## config.mk

```make
export PLATFORM = sky130hd
export DESIGN_NAME = lce_csr
export DESIGN_NICKNAME = d
export VERILOG_FILES = /design/src/rtl/lce_pkg.sv /design/src/rtl/lce_csr.sv
export SDC_FILE = /design/constraint.sdc
export NUM_CORES = 1
export LEC_CHECK = 0
export BUFFER_PORTS_ARGS = -buffer_cell sky130_fd_sc_hd__buf_2
export CORE_AREA = 2 2 104 106
export CTS_CLUSTER_SIZE = 24
export DETAILED_ROUTE_END_ITERATION = 10
export DIE_AREA = 0 0 106 108
export PLACE_DENSITY = 0.95
export SLEW_MARGIN = 10
export SYNTH_ARGS = -nofsm -noshare
export SYNTH_HDL_FRONTEND = slang
export SYNTH_SLANG_ARGS = --single-unit
```

## constraint.sdc

```tcl
create_clock -name clock -period 5.5 [get_ports clock]
set_input_delay 0.825 -clock clock [delete_from_list [all_inputs] [get_ports clock]]
set_output_delay 0.825 -clock clock [all_outputs]
set_load 0.05 [all_outputs]
```

## src/rtl/lce_pkg.sv

```systemverilog
`timescale 1ns / 1ps
// shared types, constants and register map of the line convolution block
package lce_pkg;

   localparam int NUM_COEF       = 7;
   localparam int COEF_W         = 16;
   localparam int PIX_W          = 8;
   localparam int NUM_LANES      = 3;
   localparam int RADIUS_W       = 2;
   localparam int DEF_MAX_RADIUS = 3;
   localparam int DEF_CHANNELS   = 3;
   localparam int QUEUE_DEPTH    = 4;
   localparam int PROD_W         = PIX_W + COEF_W;

   localparam int CSR_ADDR_W = 5;
   localparam int CSR_DATA_W = 32;
   localparam int REG_IDX_W  = 3;

   localparam logic [REG_IDX_W-1:0] REG_TAP_RADIUS = 3'd0;
   localparam logic [REG_IDX_W-1:0] REG_COEF_0     = 3'd1;

   localparam logic [RADIUS_W-1:0] RESET_RADIUS = 2'd1;
   localparam logic [NUM_COEF-1:0][COEF_W-1:0] RESET_COEF = {
      16'd0, 16'd0, 16'd0, 16'd16384, 16'd32768, 16'd16384, 16'd0
   };

   // lane 0 red, lane 1 green, lane 2 blue
   typedef logic [NUM_LANES-1:0][PIX_W-1:0] lce_pixel_type;

   typedef struct packed {
      logic [RADIUS_W-1:0]                tap_radius;
      logic [NUM_COEF-1:0][COEF_W-1:0]    coef;
   } lce_cfg_type;

   typedef struct packed {
      logic                last;
      logic [RADIUS_W-1:0] radius;
   } lce_desc_type;

endpackage

```

## src/rtl/lce_csr.sv

```systemverilog
`timescale 1ns / 1ps
// configuration registers behind the apb-style port
module lce_csr import lce_pkg::*; (
   input  logic                  clock,
   input  logic                  reset,
   input  logic                  psel,
   input  logic                  penable,
   input  logic                  pwrite,
   input  logic [CSR_ADDR_W-1:0] paddr,
   input  logic [CSR_DATA_W-1:0] pwdata,
   output logic [CSR_DATA_W-1:0] prdata,
   output logic                  pready,
   output lce_cfg_type           cfg
);

   lce_cfg_type          cfg_ff, cfg_in;
   logic [REG_IDX_W-1:0] reg_idx;
   logic [REG_IDX_W-1:0] coef_idx;
   logic                 wr_en;

   assign reg_idx  = paddr[CSR_ADDR_W-1:2];
   assign coef_idx = reg_idx - REG_COEF_0;
   assign wr_en    = psel & penable & pwrite;
   assign pready   = 1'b1;
   assign cfg      = cfg_ff;

   always_comb begin
      cfg_in = cfg_ff;
      if (wr_en) begin
         if (reg_idx == REG_TAP_RADIUS) begin
            cfg_in.tap_radius = pwdata[RADIUS_W-1:0];
         end else begin
            cfg_in.coef[coef_idx] = pwdata[COEF_W-1:0];
         end
      end
   end

   always_comb begin
      case (reg_idx)
         REG_TAP_RADIUS: begin
            prdata = {{(CSR_DATA_W-RADIUS_W){1'b0}}, cfg_ff.tap_radius};
         end
         default: begin
            prdata = {{(CSR_DATA_W-COEF_W){1'b0}}, cfg_ff.coef[coef_idx]};
         end
      endcase
   end

   always_ff @(posedge clock) begin
      if (reset) begin
         cfg_ff.tap_radius <= RESET_RADIUS;
         cfg_ff.coef       <= RESET_COEF;
      end else begin
         cfg_ff <= cfg_in;
      end
   end

endmodule

```

======== Word level (Yosys, flattened, before mapping) ========
Cells that the tools add are included.
operators by class
  bitwise operators ....................... 3
  $add $sub $neg .......................... 1
  muxes and demuxes ....................... 6
  order comparisons ....................... 2
  reductions and logical operators ........ 4
operators with widths
  kind                                                        number
  bitwise mux 112 bit                                         1
  binary-select mux 16 bit (select 3 bit)                     1
  demux 16 bit (select 3 bit)                                 1
  two-way mux 16 bit                                          3
  less-than comparator 3 x 4 -> 1 bit, second input constant  1
  AND reduction 2 bit                                         2
  >= comparator 3 x 1 -> 1 bit, second input constant         1
  logical NOT 3 bit                                           1
  subtractor 3 x 1 -> 3 bit, second input constant            1
  AND 1 bit                                                   2
  logical AND 1 bit                                           1
  inverter 1 bit                                              1
word-level totals
  output and inout bits ................... 147
  bits in registers ....................... 114

======== Depth between registers and ports, before layout ========
  depth in word-level cells ............... 6
  mapped depth ............................ 10
  depth with buffers taken out ............ 6

======== Worst setup path before layout ========
Ideal clock, no wire load.
  path kind ............................... input to output
  from .................................... input port paddr[2]
  to ...................................... output port prdata[10]
  stages on the path ...................... 8
  setup slack ............................. 1.456 ns
  data arrival time ....................... 3.219 ns
  required time ........................... 4.675 ns
  cells stage by stage .................... buf_4 > inv_2 > ha_1 > buf_2 > clkbuf_1 > mux4_2 > nor2_1 > nor3_1
between the ends
  longest elaborated chain between the ends .. 4
  elaborated cells between the ends (all ways) .. 5
ends and longest elaborated chain
  what                                      line           RTL
  from (decl)                               lce_csr.sv:9   input logic [CSR_ADDR_W-1:0] paddr,
  subtractor 3 x 1 -> 3 bit                 lce_csr.sv:22  assign coef_idx = reg_idx - REG_COEF_0;
  binary-select mux 16 bit (select 3 bit)   lce_csr.sv:44  prdata = {{(CSR_DATA_W-COEF_W){1'b0}}, cfg_ff.coef[coef_idx]};
  two-way mux 16 bit (not written as such)  lce_csr.sv:44
  two-way mux 16 bit *                      lce_csr.sv:39  case (reg_idx)
  to (decl)                                 lce_csr.sv:11  output logic [CSR_DATA_W-1:0] prdata,
Mark *: on every way between the ends. The rest lies on a longest branch, timed or not. The select of a mux whose other input is x is not followed.

======== Worst setup path in the final report ========
  from .................................... input port paddr[2]
  to ...................................... output port prdata[14]
Same word-level chain as after synthesis.

==> reports/metrics.csv <==
stage;metric;value;unit
status;status;complete, no violations;
power;sequentialPowerShare;36.8;%
synth;yosysSeqAreaShare;42.0;%
timing;finalHoldViolations;0;
timing;period_share;77.4;%
cells_and_area;fillers;799;
grt;track_usage;34.6;%
cells_and_area;syn_to_final_growth;23.7;%
power;p_total;2.28;mW
drt;drcViolationCount;0;
drt;drt_iter0_drc;1116;
cells_and_area;multiInputGateArea;2790;µm²
clock_tree;clock_latency;0.51;ns
clock_tree;postCtsHoldBufs;0;
clock_tree;clockRootBuffer;clkbuf_8;
power;combPwrFrac;12.9;%
die;initial_core_util;53.2;%
power;ir_drop;232;µV
power;intPower;1.66;mW
power;p_per_area;339;nW/µm²
placement;place_area;6110;µm²
drt;drt-total-wl;20.4;mm
timing;fin_tns_setup;0;ns
critical_path;worst_setup_path_start_kind;input port;
synth;syn-cell-area;5440;µm²
drt;wl_per_cell;22.2;µm
grt;antenna_found_initial;0;
placement;place_congestion;1.03;
synth;avgSynthCellArea;8.22;µm²
die;core_area;10200;µm²
drt;vias_per_cell;6.71;
clock_tree;clkTransAtPathRegs;0.05;ns
clock_tree;clkSinkCount;114;
cells_and_area;layout-drive-gt1-share;29.0;%
die;die_x;106;µm
critical_path;cp.arrival;3.43;ns
timing;min_period;4.26;ns
timing;drv_slew;0;
cells_and_area;mostFrequentLayoutCells;buf_2 (152), nand3_1 (116), dfxtp_1 (114), a21oi_1 (110), o21ai_0 (104);
timing;worstMarginPinSlew;1.24;ns
drt;antenna_left;0;
die;num_io_pins;189;
critical_path;cp_max_fo;18;
synth;ys_ff_latch;114;
power;p_clk_share;50.3;%
grt;grt_start_max_net_pins;115;
critical_path;worstSetupPathType;in -> out;
critical_path;cp.required;4.68;ns
placement;placed_cells;889;
die;die-area;11400;µm²
die;die_y;108;µm
timing;slew_headroom;17.3;%
synth;synth-edff-count;0;
synth;ys_warn_count;0;
timing;setup_viol;0;
placement;portBuffers;153;
min_path;hold_path.class;reg -> reg;
timing;fmax;0.235;GHz
critical_path;r2r_start;cfg[60]$_SDFFE_PP0P_;
critical_path;cp-end-kind;output pin;
cells_and_area;num_antenna_cells;0;
cells_and_area;fin_cells;920;
timing;fin_skew;0;ns
power;switching_share;27.3;%
drt;vias;6172;
clock_tree;cts_buffer_depth;2;
synth;synth_ff_type;dfxtp_1;
power;switchingPower;0.623;mW
synth;synthArstFlopShare;0;%
cells_and_area;ff_latch_area;2280;µm²
clock_tree;postCtsSetupBuffers;0;
drt;first_pass_iters;6;
critical_path;critPathLaunch;paddr[2];
cells_and_area;fin_nets;816;
clock_tree;htreeDepth;4;
clock_tree;cts_tree;done;
synth;yosys.cell_types.count;32;
min_path;min-delay-start;cfg[99]$_SDFFE_PP0P_;
cells_and_area;largest_register_ffs;114;
power;power.leakage;2.74;nW
grt;grt_pass1_wl;30.4;mm
job;maxCapViolCount;0;
clock_tree;cts_buffers;17;
synth;netlist_instances;662;
die;std_cell_rows;37;
cells_and_area;final_common_cell;buf_2;
cells_and_area;utilization;65.8;%
grt;grt_pass1_vias;5473;
grt;grt_overflow_total;0;
cells_and_area;final_area;6730;µm²
placement;dp.final_hpwl;12.4;mm
clock_tree;cts_resized;0;
timing;grt_setup_unrepaired;false;
[critical path: stages]
cell and delay, ns:
buf_2 0.11, inv_2 0.19, ha_1 0.62, buf_4 0.37, nand2b_1 0.18, nor2_1 0.52
a221o_1 0.33, buf_2 0.29
[final timing paths]
check	endpoint	slack, ns	cells after the start
worst min register to register	cfg[99]$_SDFFE_PP0P_	0.49	2
worst max-delay path	prdata[14]	1.24	8
worst max register to register	cfg[60]$_SDFFE_PP0P_	4.63	2
worst min-delay path	cfg[99]$_SDFFE_PP0P_	0.49	2
[final cells by class]
cell class	count	area share (%)
Inverter	2	0.112
Sequential cell	114	33.9
Clock inverter	9	2.29
Clock buffer	22	6.88
Timing Repair Buffer	165	12.8
Multi-Input combinational cell	472	41.5
Tap cell	136	2.53
[synthesized netlist by cell type (all sizes together) (3+ instances only)]
library cell  number  area share [%]
a21oi            110              10
a221o              8             1.5
a221oi             6            0.97
a31oi              6            0.69
buf               47             5.2
clkbuf            42             2.9
dfxtp            114              42
mux2              18             3.7
mux2i             18             3.3
mux4               6             2.5
nand2              5            0.35
nand2b             3            0.35
nand3            116              11
nand3b             4            0.55
nor2              12            0.87
nor3              11             1.2
o21ai            114              10
o22ai              8            0.92
[metrics by stage]
step	hold slack (ns)	setup WS, ns
3_5_place_dp	0.473	1.41
6_report	0.489	1.24
2_1_floorplan	0.718	1.46
3_3_place_gp	0.470	1.48
4_1_cts	0.485	1.37
5_1_grt	0.517	1.22
[kinds of logic (layout without fill, tap and decap cells)]
kind of cell / after synthesis / count (layout) / share of synthesized area [%]
mux: 42 / 42 / 9.52
buf+inv: 91 / 198 / 8.28
compound gates: 252 / 252 / 24.7
simple gates: 157 / 157 / 14.7
flops: 114 / 114 / 42.0
fa+ha+maj: 2 / 2 / 0.460
xor+xnor: 2 / 2 / 0.322
other cells: 2 / 17 / 0.138
[power groups by stage]
stage | combinational (mW) | clock, mW | sequential (mW)
finish | 0.294 | 1.15 | 0.839
global route | 0.303 | 1.18 | 0.839
CTS | 0.283 | 1.15 | 0.839
detailed placement | 0.281 | 0 | 0.856
global placement | 0.277 | 0 | 0.856
floorplan | 0.193 | 0 | 0.879
[routing by layer]
metal	part of all wire, %	vias to the layer above	wire [µm]	GRT usage [%]
met1	35	2863	7180	44.5
met2	46	588	9320	54.6
met4	5.6	0	1150	19.6
li1	-	2605	-	-
met3	13	116	2750	7.11
met5	0	-	0	0
(Power assumes the default switching activity.)
