<file path="src/rtl/lce_queue.sv">
`timescale 1ns / 1ps
// short fifo between the front and back parts
module lce_queue #(
   parameter int DATA_W = 8,
   parameter int DEPTH = 4,
   localparam int PTR_W = $clog2(DEPTH),
   localparam int CNT_W = $clog2(DEPTH + 1)
) (
   input  logic              clock,
   input  logic              reset,
   input  logic              push,
   input  logic [DATA_W-1:0] wr_data,
   input  logic              pop,
   output logic              full,
   output logic              valid,
   output logic [DATA_W-1:0] rd_data
);

   localparam logic [PTR_W-1:0] PTR_LAST = PTR_W'(DEPTH - 1);
   localparam logic [CNT_W-1:0] CNT_FULL = CNT_W'(DEPTH);

   logic [DATA_W-1:0] slot_ff [DEPTH];
   logic [PTR_W-1:0]  wr_ptr_ff, wr_ptr_in;
   logic [PTR_W-1:0]  rd_ptr_ff, rd_ptr_in;
   logic [CNT_W-1:0]  count_ff, count_in;

   assign full    = (count_ff == CNT_FULL);
   assign valid   = (count_ff != '0);
   assign rd_data = slot_ff[rd_ptr_ff];

   always_comb begin
      wr_ptr_in = wr_ptr_ff;
      rd_ptr_in = rd_ptr_ff;
      count_in  = count_ff;
      if (push) begin
         wr_ptr_in = (wr_ptr_ff == PTR_LAST) ? '0 : wr_ptr_ff + PTR_W'(1);
      end
      if (pop) begin
         rd_ptr_in = (rd_ptr_ff == PTR_LAST) ? '0 : rd_ptr_ff + PTR_W'(1);
      end
      if (push && !pop) begin
         count_in = count_ff + CNT_W'(1);
      end else if (pop && !push) begin
         count_in = count_ff - CNT_W'(1);
      end
   end

   always_ff @(posedge clock) begin
      if (reset) begin
         wr_ptr_ff <= '0;
         rd_ptr_ff <= '0;
         count_ff  <= '0;
      end else begin
         wr_ptr_ff <= wr_ptr_in;
         rd_ptr_ff <= rd_ptr_in;
         count_ff  <= count_in;
      end
   end

   always_ff @(posedge clock) begin
      if (push) begin
         slot_ff[wr_ptr_ff] <= wr_data;
      end
   end

`ifndef SYNTH
   a_no_push_when_full: assert property (@(posedge clock) disable iff (reset)
      push |-> !full) else $error("queue written while full");
   a_no_pop_when_empty: assert property (@(posedge clock) disable iff (reset)
      pop |-> valid) else $error("queue read while empty");
   a_count_bound: assert property (@(posedge clock) disable iff (reset)
      count_ff <= CNT_FULL) else $error("queue count beyond depth");
`endif

endmodule

</file>
<file path="config.mk">
export PLATFORM = sky130hd
export DESIGN_NAME = lce_queue
export DESIGN_NICKNAME = d
export VERILOG_FILES = /design/src/rtl/lce_queue.sv
export SDC_FILE = /design/constraint.sdc
export NUM_CORES = 1
export LEC_CHECK = 0
export BUFFER_PORTS_ARGS = -buffer_cell sky130_fd_sc_hd__buf_2
export CORE_MARGIN = 1
export CORE_UTILIZATION = 59
export CTS_CLUSTER_DIAMETER = 40
export CTS_CLUSTER_SIZE = 28
export DETAILED_ROUTE_END_ITERATION = 10
export GPL_ROUTABILITY_DRIVEN = 0
export PLACE_DENSITY_LB_ADDON = 0.1
export SLEW_MARGIN = 20
export SYNTH_ARGS = -nofsm -noshare
export SYNTH_HDL_FRONTEND = slang
export SYNTH_SLANG_ARGS = --single-unit
</file>
<file path="constraint.sdc">
create_clock -name clock -period 4.75 [get_ports clock]
set_clock_uncertainty 0.1 [all_clocks]
set_input_delay 0.7125 -clock clock [delete_from_list [all_inputs] [get_ports clock]]
set_output_delay 0.7125 -clock clock [all_outputs]
set_load 0.1 [all_outputs]
</file>
After elaboration in Yosys (flattened, before gate mapping):

Memory sizes are Yosys's and may differ from the RTL's. A register that Yosys moved wholly into a read port is not among the register bits.
Index checks and enable logic that the tools add are counted.

* add/subtract/negate cells: 4
* equal/unequal tests: 3
* multiplexer cells: 8
* reduce and logical (&&, ||, !) cells: 6

Operators by type and width (count)
* $mux W2: 4
* $mux W3: 2
* $add A2 B1 Y2 const B: 2
* $eq A2 B2 Y1 const B: 2
* $add A3 B1 Y3 const B: 1
* $eq A3 B3 Y1 const B: 1
* $reduce_bool A3 Y1: 1
* $sub A3 B1 Y3 const B: 1
* $logic_and A1 B1 Y1: 2
* $logic_not A1 Y1: 2
* $mux W1: 2
* $reduce_bool A2 Y1: 1

* register bits after elaboration: 7
* bits in writable memories: 32
* input port bits: 12
* output and inout bits: 10
* logic and storage cells: 25
* memories kept: 1

Memory list
* slot_ff: depth 4, width 8, rd ports 1, clocked after memory_dff 1, write ports 1, RTL line 22 `logic [DATA_W-1:0] slot_ff [DEPTH];`

Longest topological paths before layout:

Gate-level depths: netlist (run 1).

* depth in word-level cells: 4
* gate-level depth with buffers: 7
* gate-level depth less buffers: 7

Worst setup path after synthesis (run 1):

OpenSTA, ideal clock, no wires.

* kind: register to output
* start: register count_ff[0]
* end: output full
* arrival: 2.547 ns
* required time: 3.938 ns
* setup slack: 1.390 ns
* stages on the path, launching flop included: 2
* buffers on the path: 0
* cells stage by stage: dfxtp_1 > nor3b_1

* word-level cells in the longest chain between the ends: 1

Ends and longest elaborated chain
* from (decl): RTL line 25 `logic [CNT_W-1:0] count_ff, count_in;`
* from (signal assigned): RTL line 56 `count_ff <= count_in;`
* $eq A3 B3 Y1: RTL line 27 `assign full = (count_ff == CNT_FULL);`
* to (decl): RTL line 14 `output logic full,`

No other way between the ends.

==> PnR_summary.wiki, run 1 <==
{| class="wikitable"
! Metric !! Value
|-
| Die footprint || 2920 µm²
|-
| Startpoint type of the worst setup path || flip-flop
|-
| Wire length of the first global-routing pass || roughly 3.4 mm
|-
| Clock period minus worst slack || 2.69 ns
|-
| Peak supply drop || ~340 µV
|-
| First-pass iteration count of the detailed router || 4
|-
| FF-to-FF Start || count_ff[0]
|-
| Std-Cell Rows || 18
|-
| Height of the die || 54.1 µm
|-
| Hold-fix buffer count after cts || 0
|-
| Metal-1 WL || around 920 µm
|-
| Flop pwr share || a little over half
|-
| Setup crit end kind || output pin
|-
| Primary flip-flop cell chosen by synthesis mapping || sky130_fd_sc_hd__edfxtp_1
|-
| Cell-internal power || 552 µW
|-
| Width of the die || between 50 and 60 µm
|-
| Power Density || approximately 440 nW/µm²
|-
| Area of placed instances || roughly 1700 µm²
|-
| Worst setup path end || rd_data[7]
|-
| Relative contribution of the clock network to total power || between 20% and 30%
|-
| Total negative slack for setup checks || 0 ns
|-
| Number of gates resized after cts || 0
|-
| # DRC || 0
|-
| Slack of the worst reg-to-reg path || approximately 3.2 ns
|-
| Total of warnings raised by yosys || 0
|-
| Starting density of the core || roughly 63%
|-
| Clock buffers created by TritonCTS || 5
|-
| Number of sinks driven by the clock tree || 41
|-
| Share of synthesized registers carrying an async set or reset || 0%
|-
| Via density per instance || about 5.6
|-
| Final Hold Viols || 0
|-
| Post-route cell area || 1810 µm²
|-
| Period utilisation layout || 56.6%
|-
| Vias || 794
|-
| Setup-failing EPs final || 0
|-
| R2R Path End || count_ff[2]
|-
| Num ports || 22
|-
| Total congestion overflow after global routing || 0
|-
| Antenna Diode Count || 0
|-
| Met2 wirelength from detailed routing || 1.10 mm
|-
| Final antenna-violating net count || 0
|-
| Level count of the clock H-tree || 2
|-
| Pin count of the biggest net entering global routing || 13
|-
| Starting DRT DRC Count || 11
|-
| Cell leakage power || approximately 0.0007 µW
|-
| Area share of the largest cell type after synthesis || 60.1%
|-
| Final wirelength || approximately 2.2 mm
|-
| Share of post-route cells with drive strength above 1 || 31.9%
|-
| Number of cell instances on the worst register-to-register path || 4
|-
| Number of max-cap violations || 0
|-
| Antenna violations before repair || 0
|-
| Status || completed
|-
| Maximum count of clock buffers along a single path || 2
|-
| Net total in the final layout || between 100 and 150
|-
| Number of different library cells in the post-synthesis netlist || 16
|-
| Slew HR || between 60% and 70%
|-
| Area growth, synth to finish || 12.9%
|-
| Mapped Nets || approximately 110
|-
| Required @ worst endpoint || a little under 4 ns
|-
| Combined area of all synthesized cells || ~1600 µm²
|-
| Mapped Avg Cell Area || around 19 µm²
|-
| Uppermost layer routed || met4
|-
| Most instantiated library cell after synthesis || sky130_fd_sc_hd__edfxtp_1
|-
| Class of the worst hold path || reg -> reg
|-
| Max-slew violation count || 0
|-
| Number of fill cells || between 150 and 200
|-
| Critical path class || reg -> out
|-
| Main area contributors after synthesis || sky130_fd_sc_hd__edfxtp_1 60%, sky130_fd_sc_hd__dfxtp_1 11%, sky130_fd_sc_hd__mux4_2 11%
|-
| Number of buffers inserted to repair setup after CTS || 0
|-
| Maximum fanout along the worst path || 8
|-
| FF+latch count, synth || just over 40
|-
| Total global routing track utilization || 18.0%
|-
| Via count of the first global-routing pass || about 750
|-
| Core area || about 2500 µm²
|-
| Switching portion of total power || a little under a third
|-
| Length of routed met3 wiring || ~140 µm
|-
| Unrepaired setup endpoints after global routing || false
|-
| Achievable frequency || 372 MHz
|-
| Number of standard cells after synthesis || 86
|-
| Library cell used as clock root buffer || sky130_fd_sc_hd__clkbuf_4
|-
| Number of enable flip-flop cells after synthesis || 32
|-
| Reg clk slew, reported paths || around 0.11 ns
|-
| Worst Tran Pin Value || between 0.5 and 0.6 ns
|-
| Port Buf Inserts || 21
|-
| Latest clock arrival within the worst-skew pair || approximately 0.34 ns
|-
| Comb power frac || between 20% and 30%
|-
| Data arrival time of the critical path || around 1.9 ns
|-
| Avg WL per Cell || 15.3 µm
|-
| CTS tree || done
|-
| Switching power || ~250 µW
|-
| Seq/Total Area, Yosys || around 70%
|-
| HPWL Detailed || 1.50 mm
|-
| Most numerous cell types in the synthesized netlist || 32 x sky130_fd_sc_hd__edfxtp_1, 9 x sky130_fd_sc_hd__dfxtp_1, 8 x sky130_fd_sc_hd__mux4_2
|-
| Most area-hungry cell type in the Yosys netlist || sky130_fd_sc_hd__edfxtp_1
|}
==> critical path, stage by stage (launching register included) <==
cell and delay, ns:
sky130_fd_sc_hd__dfxtp_1 0.66, sky130_fd_sc_hd__mux4_2 0.56, sky130_fd_sc_hd__buf_2 0.30
==> cells in the final DEF, fill, tap and decap left out, types with 4 or more instances in the layout <==
cell type and instances:
sky130_fd_sc_hd__edfxtp_1 32, sky130_fd_sc_hd__inv_1 4, sky130_fd_sc_hd__and2_1 4, sky130_fd_sc_hd__mux4_2 8
sky130_fd_sc_hd__ha_1 6, sky130_fd_sc_hd__mux2i_1 4, sky130_fd_sc_hd__buf_2 21, sky130_fd_sc_hd__clkbuf_4 5
sky130_fd_sc_hd__dfxtp_1 9, sky130_fd_sc_hd__nor2_1 7
==> sequential cells by signal (all words and copies together) (netlist names), named ones only <==
| signal | flops |
|---|---|
| count_ff | 3 |
| rd_ptr_ff | 2 |
| wr_ptr_ff | 2 |
| slot_ff | 32 |
==> layout make-up <==
type,instances,area [µm²],area share [%]
multi-input combinational,39,427,23.6
sequential,41,1140,63.2
inverter,4,15.0,0.832
clock buffer,8,80.1,4.44
tap,30,37.5,2.08
timing repair buffer,21,105,5.82
==> per-layer routing <==
metal  GRT usage [%]  up-vias
met5               0        -
met3            9.60        4
met1            20.0      386
li1                -      380
met2            29.2       24
met4            6.41        0
==> kinds of logic after synthesis <==
logic type / count (synthesis) / synth area share (%)
flip-flops: 41 / 71.4
AND/OR/NAND/NOR: 15 / 4.93
multiplexers: 12 / 13.8
adder cells (fa/ha/maj): 7 / 5.95
buffers and inverters: 6 / 1.96
AO/OA/AOI/OAI: 3 / 0.939
XOR/XNOR: 2 / 1.10
==> through the flow <==
step / std cells / setup slack (ns) / power (µW) / hold WS [ns] / utilization, %
after floorplan: 86 / 1.39 / 572 / 0.355 / -
after global placement: 135 / 2.42 / 596 / 0.374 / 68.4
after detailed placement: 135 / 2.40 / 600 / 0.390 / 68.4
after CTS: 143 / 2.01 / 806 / 0.408 / 71.6
after global routing: 143 / 1.91 / 832 / 0.449 / 71.6
final: 143 / 2.06 / 800 / 0.405 / 71.6
==> worst min path at each step <==
stage           startpoint           to  slack [ns]  depth (start not counted)
2_1_floorplan  count_ff[2]  count_ff[2]        0.36                          2
3_5_place_dp   count_ff[2]  count_ff[2]        0.39                          2
4_1_cts        count_ff[2]  count_ff[2]        0.41                          2
6_report       count_ff[2]  count_ff[2]        0.40                          2
3_3_place_gp   count_ff[2]  count_ff[2]        0.37                          2
5_1_grt        count_ff[2]  count_ff[2]        0.45                          2
==> power by group through the flow <==
stage | registers, µW | clock network, µW | logic [µW]
floorplan | 424 | 0 | 149
global placement | 430 | 0 | 166
detailed placement | 432 | 0 | 169
CTS | 423 | 214 | 169
global route | 426 | 228 | 178
finish | 423 | 209 | 168
(Power assumes the default switching activity.)
==> run 2: changes to the inputs <==
--- a/config.mk
+++ b/config.mk
@@ -7,7 +7,7 @@
 export LEC_CHECK = 0
 export BUFFER_PORTS_ARGS = -buffer_cell sky130_fd_sc_hd__buf_2
 export CORE_MARGIN = 1
-export CORE_UTILIZATION = 59
+export CORE_UTILIZATION = 50
 export CTS_CLUSTER_DIAMETER = 40
 export CTS_CLUSTER_SIZE = 28
 export DETAILED_ROUTE_END_ITERATION = 10
==> constraint.sdc (replaced) <==
create_clock -name clock -period 2.3 [get_ports clock]
set_clock_uncertainty 0.1 [all_clocks]
set_input_delay 0.345 -clock clock [delete_from_list [all_inputs] [get_ports clock]]
set_output_delay 0.345 -clock clock [all_outputs]
set_load 0.1 [all_outputs]
==> PnR_summary.wiki, run 2 (synthesis results as in run 1) <==
{| class="wikitable"
! Metric !! Value
|-
| Status || completed
|-
| Port Buf Inserts || 21
|-
| Class of the worst hold path || in -> reg
|-
| Via density per instance || 4.99
|-
| Regs by FF count || slot_ff: 32 flops, count_ff: 3 flops
|-
| Post-route cell area || 1810 µm²
|-
| Core area || about 3000 µm²
|-
| Net total in the final layout || about 130
|-
| Final Hold Viols || 0
|-
| First-pass iteration count of the detailed router || 3
|-
| Std-Cell Rows || 20
|-
| Flip-flop count of the largest register after layout || 32
|-
| Total area of multi-input combinational cells || 432 µm²
|-
| Final antenna-violating net count || 0
|-
| Via count of the first global-routing pass || 823
|-
| Reg clk slew, reported paths || 0.11 ns
|-
| CTS tree || done
|-
| Wire length of the first global-routing pass || between 3 and 4 mm
|-
| Maximum fanout along the worst path || 8
|-
| Total global routing track utilization || between 10% and 20%
|-
| Slack of the worst reg-to-reg path || 0.71 ns
|-
| Critical path's largest stage delay || around 0.53 ns
|-
| Num ports || 22
|-
| Placed Cells || 150
|-
| Hold-fix buffer count after cts || 0
|-
| Number of max-cap violations || 0
|-
| Starting density of the core || between 50% and 60%
|-
| Unrepaired setup endpoints after global routing || false
|-
| Final wirelength || 2.40 mm
|-
| Worst Setup Slack, final || about 0.15 ns
|-
| Width of the die || 58.6 µm
|-
| # DRC || 0
|-
| Data arrival time of the critical path || around 1.7 ns
|-
| Number of buffers inserted to repair setup after CTS || 0
|-
| Die footprint || 3430 µm²
|-
| HPWL Detailed || roughly 1.7 mm
|-
| Number of fill cells || 250
|-
| Antenna Diode Count || 0
|-
| Pin count of the biggest net entering global routing || 13
|-
| Maximum count of clock buffers along a single path || 2
|-
| Total negative slack for setup checks || 0 ns
|-
| Vias || around 800
|-
| Setup-failing EPs final || 0
|-
| Power Density || between 800 and 900 nW/µm²
|-
| Number of gates resized after cts || 0
|-
| Required @ worst endpoint || ~1.9 ns
|-
| Antenna violations before repair || 0
|-
| Setup crit end kind || output pin
|-
| Total congestion overflow after global routing || 0
|-
| Most common library cell in the layout ignoring fill and taps || sky130_fd_sc_hd__edfxtp_1
|-
| Most frequent cells in the layout || 32 x sky130_fd_sc_hd__edfxtp_1, 21 x sky130_fd_sc_hd__buf_2, 9 x sky130_fd_sc_hd__dfxtp_1, 8 x sky130_fd_sc_hd__mux4_2, 7 x sky130_fd_sc_hd__nor2_1
|-
| Period utilisation layout || 93.3%
|-
| Kind of cell adding the most delay to the critical path || multiplexers
|-
| Critical path class || reg -> out
|-
| Area of placed instances || 1760 µm²
|-
| Clock period minus worst slack || roughly 2.1 ns
|-
| Avg WL per Cell || between 15 and 20 µm
|-
| Level count of the clock H-tree || 2
|-
| Area growth, synth to finish || 13.5%
|-
| Peak supply drop || between 400 and 500 µV
|-
| Cell chain of the critical path || buf_4 -> mux4_2 -> buf_2
|-
| Buffering stage count on the worst path with inverters included || 2
|-
| Worst slack after detailed placement || 0.358 ns
|-
| Starting DRT DRC Count || 12
|-
| Height of the die || a little under 60 µm
|-
| Register with the most flip-flops || slot_ff
|-
| Max-slew violation count || 0
|-
| Achievable frequency || 466 MHz
|-
| Slowest stage cell on the critical path || sky130_fd_sc_hd__mux4_2
|-
| Startpoint type of the worst setup path || flip-flop
|-
| Latest clock arrival within the worst-skew pair || 0.34 ns
|-
| Cell leakage power || ~0.00068 µW
|-
| Flip-flop and latch area || approximately 1100 µm²
|-
| Number of sinks driven by the clock tree || 41
|-
| Share of post-route cells with drive strength above 1 || between 30% and 40%
|-
| Clock buffers created by TritonCTS || 5
|-
| Slew HR || between 60% and 70%
|-
| Worst Tran Pin Value || slightly below 0.5 ns
|-
| Final std cells w/o fill || around 160
|-
| Library cell used as clock root buffer || sky130_fd_sc_hd__clkbuf_4
|}
[run 2: cell count changes in the layout (fill, tap and decap cells not counted), sizes merged]
cell	previous run	this run
buf	21	22
[run 2: where the power goes]
| group | leakage [µW] | switching [µW] | internal, µW |
|---|---|---|---|
| Sequential | 0.000368 | 26.1 | 842 |
| Clock | 0.0000326 | 212 | 151 |
| Combinational | 0.000276 | 275 | 87.0 |
| Total | 0.000677 | 513 | 1080 |
[run 2: stage by stage]
stage / hold slack (ns) / total power (µW) / utilization (%)
2_1_floorplan: 0.314 / 1180 / -
3_3_place_gp: 0.390 / 1240 / 57.5
3_5_place_dp: 0.401 / 1250 / 57.5
4_1_cts: 0.108 / 1610 / 59.4
5_1_grt: 0.107 / 1660 / 59.4
6_report: 0.119 / 1590 / 59.4
[run 2: final cells by class]
cell class                      count  share of cell area (%)
Sequential cell                    41                    62.9
Multi-Input combinational cell     39                    23.8
Tap cell                           44                    3.03
Clock buffer                        8                    3.24
Inverter                            4                   0.828
Timing Repair Buffer               22                    6.21
[run 2: worst paths after layout]
path / cells past startpoint / to / startpoint
setup / recovery: 3 / rd_data[3] / flip-flop
hold / removal: 1 / slot_ff[3][1] / wr_data[1]
setup reg to reg: 4 / count_ff[2] / count_ff[0]
hold reg to reg: 2 / count_ff[2] / count_ff[2]
[run 2: metal layers]
| layer | up-vias | track usage [%] | part of all wire (%) | wire length (µm) |
|---|---|---|---|---|
| met5 | - | 0 | 0 | 0 |
| met4 | 0 | 11.2 | 3.0 | 71 |
| met3 | 9 | 4.84 | 3.8 | 90 |
| met2 | 19 | 27.4 | 50 | 1200 |
| met1 | 381 | 19.2 | 43 | 1030 |
| li1 | 379 | - | - | - |
