--- config.mk ---
export PLATFORM = sky130hd
export DESIGN_NAME = lce_front
export DESIGN_NICKNAME = d
export VERILOG_FILES = /design/src/rtl/lce_pkg.sv /design/src/rtl/lce_front.sv
export SDC_FILE = /design/constraint.sdc
export NUM_CORES = 1
export LEC_CHECK = 0
export ABC_AREA = 1
export BUFFER_PORTS_ARGS = -buffer_cell sky130_fd_sc_hd__buf_2
export CELL_PAD_IN_SITES_DETAIL_PLACEMENT = 0
export CELL_PAD_IN_SITES_GLOBAL_PLACEMENT = 2
export CORE_UTILIZATION = 25
export DETAILED_ROUTE_END_ITERATION = 8
export PLACE_DENSITY_LB_ADDON = 0.1
export SLEW_MARGIN = 15
export SYNTH_ARGS = -nofsm -noshare
export SYNTH_HDL_FRONTEND = slang
export SYNTH_SLANG_ARGS = --single-unit
export TNS_END_PERCENT = 1
--- constraint.sdc ---
create_clock -name clock -period 8.24 [get_ports clock]
set_input_delay 1.648 -clock clock [delete_from_list [all_inputs] [get_ports clock]]
set_output_delay 1.648 -clock clock [all_outputs]
set_load 0.005 [all_outputs]
--- src/rtl/lce_pkg.sv ---
`timescale 1ns / 1ps
// shared types, constants and register map of the line convolution block
package lce_pkg;

   localparam int NUM_COEF       = 7;
   localparam int COEF_W         = 16;
   localparam int PIX_W          = 8;
   localparam int NUM_LANES      = 3;
   localparam int RADIUS_W       = 2;
   localparam int DEF_MAX_RADIUS = 3;
   localparam int DEF_CHANNELS   = 3;
   localparam int QUEUE_DEPTH    = 4;
   localparam int PROD_W         = PIX_W + COEF_W;

   localparam int CSR_ADDR_W = 5;
   localparam int CSR_DATA_W = 32;
   localparam int REG_IDX_W  = 3;

   localparam logic [REG_IDX_W-1:0] REG_TAP_RADIUS = 3'd0;
   localparam logic [REG_IDX_W-1:0] REG_COEF_0     = 3'd1;

   localparam logic [RADIUS_W-1:0] RESET_RADIUS = 2'd1;
   localparam logic [NUM_COEF-1:0][COEF_W-1:0] RESET_COEF = {
      16'd0, 16'd0, 16'd0, 16'd16384, 16'd32768, 16'd16384, 16'd0
   };

   // lane 0 red, lane 1 green, lane 2 blue
   typedef logic [NUM_LANES-1:0][PIX_W-1:0] lce_pixel_type;

   typedef struct packed {
      logic [RADIUS_W-1:0]                tap_radius;
      logic [NUM_COEF-1:0][COEF_W-1:0]    coef;
   } lce_cfg_type;

   typedef struct packed {
      logic                last;
      logic [RADIUS_W-1:0] radius;
   } lce_desc_type;

endpackage

--- src/rtl/lce_front.sv ---
`timescale 1ns / 1ps
// input side: pixel window, line position and classification of each pixel
module lce_front import lce_pkg::*; #(
   parameter int MAX_RADIUS = DEF_MAX_RADIUS,
   localparam int WIN = 2 * MAX_RADIUS + 1,
   localparam int CNT_W = $clog2(WIN)
) (
   input  logic                    clock,
   input  logic                    reset,
   input  logic                    req_valid,
   output logic                    req_ready,
   input  lce_pixel_type           pixel,
   input  logic                    line_end,
   input  logic [RADIUS_W-1:0]     tap_radius,
   input  logic                    q_full,
   output logic                    push,
   output lce_desc_type            desc,
   output logic [CNT_W-1:0]        seen,
   output lce_pixel_type [WIN-1:0] win
);

   localparam int R_TOP = (1 << RADIUS_W) - 1;
   localparam int R_LIM = (MAX_RADIUS < R_TOP) ? MAX_RADIUS : R_TOP;
   localparam logic [RADIUS_W-1:0] R_LIM_V  = RADIUS_W'(R_LIM);
   localparam logic [CNT_W-1:0]    SEEN_MAX = CNT_W'(2 * MAX_RADIUS);

   lce_pixel_type [WIN-1:0] win_ff, win_in;
   logic [CNT_W-1:0]        seen_ff, seen_in;
   logic [RADIUS_W-1:0]     radius;
   logic                    accept;

   assign req_ready = ~q_full;
   assign accept    = req_valid & req_ready;
   assign radius    = (tap_radius > R_LIM_V) ? R_LIM_V : tap_radius;
   assign push      = accept & (line_end | (seen_ff >= CNT_W'(radius)));

   assign desc.last   = line_end;
   assign desc.radius = radius;
   assign seen        = seen_ff;
   assign win         = win_in;

   always_comb begin
      win_in[0] = pixel;
      for (int i = 1; i < WIN; i++) begin
         win_in[i] = win_ff[i-1];
      end
   end

   always_comb begin
      seen_in = seen_ff;
      if (accept) begin
         if (line_end) begin
            seen_in = '0;
         end else if (seen_ff < SEEN_MAX) begin
            seen_in = seen_ff + CNT_W'(1);
         end
      end
   end

   always_ff @(posedge clock) begin
      if (reset) begin
         seen_ff <= '0;
      end else begin
         seen_ff <= seen_in;
      end
   end

   always_ff @(posedge clock) begin
      if (accept) begin
         win_ff <= win_in;
      end
   end

endmodule

# [Yosys cells after proc, flatten, opt, wreduce, memory -nomap -nowiden]
# Cells that the tools add are included.
[word_totals] out_inout_bits=176 elab_cells=32 n_memories=0 in_bits=31 ram_bits=0 latch_bits=0 reg_bits=147 romBits=0
[op_classes] div_mod_pow=0 mul=0 n_shift=0 n_bitwise=4 n_lt_le_gt_ge=3 n_reduce_logical=2 n_mux=3 addsub=1 n_eq_ne=0
[op_table] op="two-way mux 3 bit" n=2
[op_table] op="adder 3 x 1 -> 3 bit (second input constant)" n=1
[op_table] op=">= comparator 3 x 2 -> 1 bit" n=1
[op_table] op="less-than comparator 3 bit (second input constant)" n=1
[op_table] op="AND 1 bit" n=2
[op_table] op="> comparator 2 bit (second input constant)" n=1
[op_table] op="two-way mux 2 bit" n=1
[op_table] op="AND reduction 2 bit" n=1
[op_table] op="nonzero test 2 bit" n=1
[op_table] op="inverter 1 bit" n=1
[op_table] op="bitwise OR 1 bit" n=1

# [Depth between registers and ports, before layout]
# Gate-level depths: netlist of the first run.
[depth] ltp_word=5 ltp_mapped=6 depth_no_buf=6

# [Least setup slack after synthesis of the first run]
# Ideal clock, no wire load.
[synth_path] path_kind="input-to-output" start="input port req_valid" end="output port push" path_stages=3 n_path_buf=0 arrival_ps=4190 required_time_ps=6592 setup_slack_ps=2402 path_cell_list="inv_1 > nor2_4 > a21boi_0"
[synth_via] elab_chain_cells=2
[synth_lines] element="from (decl)" line_no="lce_front.sv:10" text="input logic req_valid,"
[synth_lines] element="AND 1 bit" line_no="lce_front.sv:33" text="assign accept = req_valid & req_ready;"
[synth_lines] element="named net accept" line_no="lce_front.sv:30" text="logic accept;"
[synth_lines] element="AND 1 bit" line_no="lce_front.sv:35" text="assign push = accept & (line_end | (seen_ff >= CNT_W'(radius)));"
[synth_lines] element="to (decl)" line_no="lce_front.sv:16" text="output logic push,"
# The timed path passes the listed nets, and every way through them passes these cells.

# [Worst setup path in the final report of the first run]
[layout_path] start="input port tap_radius[0]" end="output port push"
[layout_via] elab_chain_cells=5
[layout_lines] element="from (decl)" line_no="lce_front.sv:14" text="input logic [RADIUS_W-1:0] tap_radius,"
[layout_lines] element="> comparator 2 bit" line_no="lce_front.sv:34" text="assign radius = (tap_radius > R_LIM_V) ? R_LIM_V : tap_radius;"
[layout_lines] element="two-way mux 2 bit (*)" line_no="lce_front.sv:34"
[layout_lines] element=">= comparator 3 x 2 -> 1 bit (*)" line_no="lce_front.sv:35"
[layout_lines] element="bitwise OR 1 bit (*)" line_no="lce_front.sv:35"
[layout_lines] element="AND 1 bit (*)" line_no="lce_front.sv:35"
# Mark *: on every way between the ends. The rest lies on a longest branch, timed or not.

==> metrics.yaml, run 1 <==
cts:
  post_cts.repair.setup_buffers: 0
  cts_tree: "built"
  clk_path_buf_depth: 2
  numCtsBuffers: 17
  htree_levels: 4
  cts_sinks: 147
  cts.reportedPaths.clkPinSlew_ns: 0.06
  root_buffer: "clkbuf_16"
  insertion_delay_ns: 0.41
  cts_hold_buf: 0
  cts_resized: 0
cells_and_area:
  drive_gt1_frac: 0.5674
  regArea_mm2: 0.004384
  final_nets: 444
  fillers: 1813
  final_cells: 657
  area_delta_synth_final_pct: 35.61
  mostFrequentLayoutCell: "buf_2"
  layout_common_cells: "buf_2, edfxtp_1, clkbuf_16"
  multi_input_area_um2: 153.9
  antennaDiodeCount: 0
timing:
  skew_ns: 0.005720
  setup_viol: 0
  finalSetupTns_ns: 0
  slew_violations: 0
  fmax_ghz: 0.2465
  tightest_slew_ns: 1.044
  period_minus_slack_ns: 4.057
  slew_headroom: 0.3038
  finalHoldViolations: 0
  period_share: 0.4924
  rsz0062_at_grt: "no"
route:
  wl_per_cell_um: 14.51
  drt-total-wl_um: 9531
  vias: 2479
  ant_nets: 0
  dr.pass1.iters: 4
  post-route-drc-count: 0
  viasPerCell: 3.773
  drtIter0Drc: 131
floorplan:
  core_mm2: 0.01871
  die_h_um: 140.3
  dieArea_mm2: 0.01969
  start_util: 0.2557
  ios: 207
  die_width_um: 140.3
  rows: 50
logic_synthesis:
  yosys_warnings: 0
  netlist_area_mm2: 0.004782
  ys_ff_latch: 147
  avgSynthCellArea_um2: 22.77
  ys_types: 16
  ys_seq_area_frac: 0.9168
  netlist_instances: 210
  synthesis.nets: 244
setup_path:
  worstSetupEndpointType: "output pin"
  cp-start-kind: "input port"
  cp.arrival_ns: 2.41
  crit_type: "input port to output pin"
  path_max_fanout: 2
  required_ns: 6.59
pwr:
  ir_worst_vdd_uv: 112.9
  power_leakage_nw: 2.584
  power_density_mw_per_mm2: 259.0
run:
  max_cap_violations: 0
status:
  status: "finished, final reports clean"
global_route:
  grt-ovfl-total: 0
  grt_pass1_vias: 2381
  antenna_found_initial: 0
  grtUsageTotal: 0.09966
  grt_pass1_wl_um: 14170
  grt_max_degree: 81
placed_design:
  dp_cells: 625
  gp_congestion: 0.6932
  io_buffer_count: 206
  dp_hpwl_um: 6216
min_path:
  hp-class: "flop to flop"
-- cell usage after synthesis --
| master | count | area [um^2] |
|---|---|---|
| inv_1 | 11 | 41.29 |
| dfxtp_1 | 3 | 60.06 |
| o21ai_0 | 1 | 5.000 |
| nor2_4 | 1 | 11.26 |
| o21ai_1 | 1 | 5.000 |
| nor2_1 | 4 | 15.01 |
| nand2_1 | 7 | 26.28 |
| nor3_1 | 1 | 5.000 |
| nand3_2 | 2 | 20.02 |
| nor2_2 | 1 | 6.260 |
| ha_1 | 3 | 37.54 |
| a21boi_0 | 1 | 7.510 |
| edfxtp_1 | 144 | 4324 |
| nand3_1 | 2 | 10.01 |
| buf_4 | 27 | 202.7 |
| a21oi_1 | 1 | 5.000 |
-- through the flow --
step / instance area, um^2 / total power (W) / hold slack, ns / setup slack [ns] / utilization
global route: 6485 / 0.001749 / 0.4408 / 4.107 / 0.3467
floorplan: 4782 / 0.0009104 / 0.4521 / 2.402 / -
CTS: 6485 / 0.001711 / 0.4393 / 4.163 / 0.3467
detailed placement: 5918 / 0.0009524 / 0.4279 / 4.102 / 0.3164
finish: 6485 / 0.001679 / 0.4385 / 4.183 / 0.3467
global placement: 5918 / 0.0009513 / 0.4267 / 4.195 / 0.3164
-- report_power, final --
group           total, W  internal (W)  switching, W
Sequential      0.000865      0.000853     0.0000112
Clock           0.000746      0.000444      0.000302
Combinational  0.0000689     0.0000292     0.0000397
-- metal layers --
metal,part of all wire,global-route usage
met4,0.014,0.04858
met5,0,0
met2,0.50,0.1597
met3,0.068,0.04137
met1,0.42,0.1152
-- area by class of cell --
| class | count | share of cell area |
|---|---|---|
| clock inverters | 14 | 0.02122 |
| repair buffers | 208 | 0.1613 |
| flip-flops and latches | 147 | 0.6761 |
| multi-input cells | 25 | 0.02373 |
| clock buffers | 18 | 0.06618 |
| well taps | 234 | 0.04515 |
| inverters | 11 | 0.006367 |
-- worst max-delay path, stage by stage --
cell and delay (ns):
buf_2 0.10, ha_1 0.28, o21ai_0 0.16, a21boi_0 0.09
buf_2 0.13
-- cells by family (layout without fill, tap and decap cells) --
family,Yosys count,in the layout,synth area share
AOI/OAI and AO/OA,4,4,0.004707
adders and majority gates,3,3,0.007850
buffers and inverters,38,251,0.05102
and+or+nand+nor,18,18,0.01962
DFF,147,147,0.9168
-- path summary, 6_finish.rpt --
path | from | to | slack [ns] | cells after the start
worst max-delay path | tap_radius[0] | push | 4.18 | 5
worst min-delay path | win[27] | win[51] | 0.44 | 0
worst max register to register | seen[1] | seen[2] | 7.15 | 6
worst min register to register | win[27] | win[51] | 0.44 | 0
-- flip-flops by register name (all words and copies together), names as in the netlist --
register / flops
seen: 3
win: 144
No activity file was read; power rests on OpenSTA's default activity.
==> run 2: changes to the inputs <==
Clock period 8.24 ns to 3.76 ns, I/O delays scaled along.
==> run 2 against run 1 <==
Sequential power up 120%. First-iteration DRC count shrank 0.76%. Worst setup slack worse by 2.7 ns. Critical path depth did not move. Register-to-register slack got worse by 4.5 ns. Hold slack lost 0.0044 ns. Final cell count fell by 0.15%. Combinational power is 120% higher. Sequential share of layout area fell by 1.2 points. Clock power increased to 2.5 times the previous value. Clock skew about the same. Non-clock buffer count fell by 1. Critical path type is now flop to output pin. Largest cell class unchanged. Largest power group unchanged.
==> metrics.yaml, run 2 (synthesized netlist as in run 1, its figures left out) <==
cts:
  post_cts.repair.setup_buffers: 0
  clk_path_buf_depth: 2
  htree_levels: 4
  cts_sinks: 147
  cts_resized: 0
  numCtsBuffers: 17
  insertion_delay_ns: 0.41
  cts_hold_buf: 0
  cts.reportedPaths.clkPinSlew_ns: 0.06
  cts_tree: "built"
  root_buffer: "clkbuf_16"
route:
  post-route-drc-count: 0
  wl_per_cell_um: 14.10
  drtIter0Drc: 130
  drt-total-wl_um: 9252
  dr.pass1.iters: 4
  ant_nets: 0
  vias: 2469
  viasPerCell: 3.764
setup_path:
  cp-start-kind: "flop"
  path_max_fanout: 4
  required_ns: 3.01
  critical_path_buf_inv_count: 2
  worstSetupEndpointType: "output pin"
  slowest_stage: "dfxtp_1"
  cp.arrival_ns: 1.54
  crit_type: "flop to output pin"
  crit_family: "flip-flops"
  crit_chain: "inv_1 > ha_1 > o21ai_0 > a21boi_0 > buf_2"
  max_stage_delay_ns: 0.40
floorplan:
  die_h_um: 140.3
  start_util: 0.2557
  die_width_um: 140.3
  ios: 207
  dieArea_mm2: 0.01969
  core_mm2: 0.01871
  rows: 50
cells_and_area:
  area_delta_synth_final_pct: 37.99
  antennaDiodeCount: 0
  layout_common_cells: "buf_2, edfxtp_1, clkbuf_16"
  drive_gt1_frac: 0.5687
  final_nets: 443
  mostFrequentLayoutCell: "buf_2"
  final_cells: 656
  largest_register_ff_count: 144
placed_design:
  io_buffer_count: 206
  dp_hpwl_um: 5969
  dp_cells: 624
  gp_congestion: 0.6729
timing:
  finalSetupTns_ns: 0
  rsz0062_at_grt: "no"
  hold_ws_ns: 0.4341
  finalHoldViolations: 0
  tightest_slew_ns: 0.9670
  period_share: 0.6085
  setup_viol: 0
  slew_violations: 0
  fmax_ghz: 0.4371
  period_minus_slack_ns: 2.288
  slew_headroom: 0.3553
  skew_ns: 0.005984
pwr:
  power.share.switching: 0.1931
  combPwrFrac: 0.038
  power_leakage_nw: 2.636
  power_switching_w: 0.0007607
  pwr-share-seq: 0.481
  ir_worst_vdd_uv: 283.9
  power_density_mw_per_mm2: 597.0
  p_int_w: 0.003179
  pwr-share-clk: 0.481
global_route:
  grtUsageTotal: 0.09633
  grt_max_degree: 151
  grt-ovfl-total: 0
  grt_pass1_wl_um: 13740
  grt_pass1_vias: 2484
  antenna_found_initial: 0
run:
  max_cap_violations: 0
min_path:
  hp-class: "flop to flop"
status:
  status: "finished, final reports clean"
-- run 2: cell count changes in the layout (fill, tap and decap cells not counted) --
cell / change
inv_1: -1
inv_6: -1
bufinv_16: +4
inv_12: +1
clkinvlp_4: -3
buf_12: +1
clkinv_2: -2
clkinv_4: +2
buf_4: -2
-- run 2: power by group through the flow --
| stage | sequential [W] | clock, W | combinational [W] |
|---|---|---|---|
| 3_5_place_dp | 0.00193 | 0 | 0.000158 |
| 4_1_cts | 0.00190 | 0.00196 | 0.000158 |
| 6_report | 0.00189 | 0.00189 | 0.000152 |
| 2_1_floorplan | 0.00194 | 0 | 0.0000570 |
| 3_3_place_gp | 0.00193 | 0 | 0.000158 |
| 5_1_grt | 0.00190 | 0.00203 | 0.000168 |
-- run 2: final timing paths --
path / from / endpoint / slack (ns) / depth (start not counted)
worst min register to register: win[134] / win[158] / 0.43 / 0
worst min-delay path: win[134] / win[158] / 0.43 / 0
worst max-delay path: seen[0] / push / 1.47 / 5
worst max register to register: seen[1] / seen[2] / 2.64 / 6
-- run 2: final cells by class --
| type | instances | area [um^2] |
|---|---|---|
| clock buffer | 18 | 429.2 |
| clock inverter | 14 | 234.0 |
| fill | 1809 | 12110 |
| inverter | 11 | 53.80 |
| multi-input combinational | 25 | 153.9 |
| sequential | 147 | 4384 |
| tap | 234 | 292.8 |
| timing repair buffer | 207 | 1051 |
-- run 2: per-layer routing --
metal / vias up / track usage / wire [um]
li1: 1165 / - / -
met5: - / 0 / 0
met2: 112 / 0.1571 / 4624
met1: 1176 / 0.1020 / 3639
met3: 16 / 0.04068 / 720
met4: 0 / 0.06420 / 267
-- run 2: metrics by stage --
stage               cell area (um^2)  power [W]  worst slack (ns)  utilization
floorplan                       4795   0.001996           -0.2658            -
CTS                             6599   0.004013             1.437       0.3528
detailed placement              5936   0.002088             1.514       0.3173
global placement                5936   0.002086             1.522       0.3173
global route                    6599   0.004095             1.295       0.3528
finish                          6599   0.003939             1.472       0.3528
==> run 3: changes to the inputs <==
Clock period 3.76 ns to 2.2 ns, I/O delays scaled along.
==> run 3 against run 2 <==
Die area unchanged. Global-route usage rose by 0.21 points. Critical endpoint unchanged. Sequential share of layout area increased by 0.47 points.
==> metrics.yaml, run 3 (synthesized netlist as in run 1, its figures left out) <==
status:
  status: "finished, final reports clean"
placed_design:
  io_buffer_count: 206
  dp_hpwl_um: 6369
  dp_cells: 628
  gp_congestion: 0.6932
pwr:
  ir_worst_vdd_uv: 474.2
  power_density_mw_per_mm2: 965.4
  finalPower_w: 0.006326
  p_int_w: 0.005080
  combPwrFrac: 0.042
  power.share.switching: 0.1970
  pwr-share-seq: 0.512
  power_leakage_nw: 2.623
  pwr-share-clk: 0.446
  power_switching_w: 0.001246
timing:
  period_minus_slack_ns: 1.929
  finalHoldViolations: 0
  finalSetupTns_ns: 0
  fmax_ghz: 0.5184
  setup_viol: 0
  hold_ws_ns: 0.2179
  period_share: 0.8769
  slew_headroom: 0.7766
  tightest_slew_ns: 0.3342
  skew_ns: 0.006940
  slew_violations: 0
  rsz0062_at_grt: "no"
route:
  ant_nets: 0
  vias: 2500
  wl_per_cell_um: 14.12
  post-route-drc-count: 0
  dr.pass1.iters: 4
  viasPerCell: 3.794
  drtIter0Drc: 89
  drt-total-wl_um: 9304
cts:
  cts_hold_buf: 0
  clk_path_buf_depth: 2
  insertion_delay_ns: 0.40
  htree_levels: 4
  cts.reportedPaths.clkPinSlew_ns: 0.06
  cts_resized: 0
  numCtsBuffers: 17
  root_buffer: "clkbuf_16"
  post_cts.repair.setup_buffers: 0
  cts_tree: "built"
  cts_sinks: 147
cells_and_area:
  drive_gt1_frac: 0.5671
  mostFrequentLayoutCell: "buf_2"
  area_delta_synth_final_pct: 37.02
  final_cells: 659
  final_nets: 447
  largest_register_ff_count: 144
  layout_common_cells: "buf_2, edfxtp_1, clkbuf_16"
  antennaDiodeCount: 0
global_route:
  grt_pass1_wl_um: 14070
  grtUsageTotal: 0.09844
  grt_max_degree: 62
  antenna_found_initial: 0
  grt-ovfl-total: 0
  grt_pass1_vias: 2521
min_path:
  hold-path-cell-count: 1
  hp-start: "pixel[4]"
  hold_end: "win[28]"
  hp-class: "input port to flop"
setup_path:
  r2r_end: "seen[1]"
  cp.arrival_ns: 1.49
  cp-start-kind: "flop"
  critPathLaunch: "seen[0]"
  reg2reg_from: "seen[1]"
  path_max_fanout: 4
  rr_worst_depth: 5
  worstSetupEndpointType: "output pin"
  crit_type: "flop to output pin"
  reg2reg_slack_ns: 1.13
  required_ns: 1.76
run:
  max_cap_violations: 0
floorplan:
  dieArea_mm2: 0.01969
  ios: 207
  die_h_um: 140.3
  rows: 50
  core_mm2: 0.01871
  die_width_um: 140.3
  start_util: 0.2557
## run 3: cell types whose count changed in the layout (fill, tap and decap cells not counted)
| cell | delta |
|---|---|
| buf_4 | +3 |
| clkbuf_1 | +2 |
| clkinv_2 | +2 |
| buf_12 | +1 |
| clkinvlp_4 | -1 |
| bufinv_16 | -3 |
| inv_6 | -1 |
## run 3: worst max-delay path by stage
stage                end  cells after the start
finish              push                      5
global route        push                      5
CTS                 push                      5
detailed placement  push                      5
global placement    push                      5
floorplan           push                      3
## run 3: routing by layer
metal | global-route usage | routed length (um)
met4 | 0.05032 | 114
met1 | 0.1059 | 3695
met5 | 0 | 0
met2 | 0.1642 | 4853
met3 | 0.04342 | 640
## run 3: metrics by stage
step                      utilization  worst slack, ns  instance area, um^2
after floorplan                     -           -1.202                 4795
after global placement         0.3196           0.4733                 5978
after detailed placement       0.3196           0.4758                 5978
after CTS                      0.3503           0.2213                 6553
after global routing           0.3503           0.1358                 6553
final                          0.3503           0.2709                 6553
## run 3: power groups by stage
stage | clock [W] | sequential, W | combinational (W)
2_1_floorplan | 0 | 0.00331 | 0.0000974
3_3_place_gp | 0 | 0.00329 | 0.000279
3_5_place_dp | 0 | 0.00330 | 0.000277
4_1_cts | 0.00294 | 0.00324 | 0.000277
5_1_grt | 0.00305 | 0.00325 | 0.000296
6_report | 0.00282 | 0.00324 | 0.000266
## run 3: cell type report
class,instances,area [um^2]
Clock inverter,11,137.6
Sequential cell,147,4384
Fill cell,1799,12150
Multi-Input combinational cell,25,153.9
Tap cell,234,292.8
Clock buffer,20,436.7
Inverter,11,53.80
Timing Repair Buffer,211,1094
## run 3: critical path: stages (launching register included)
cell and delay (ns):
dfxtp_1 0.37, inv_1 0.08, ha_1 0.26, o21ai_0 0.15, a21boi_0 0.09, buf_2 0.13
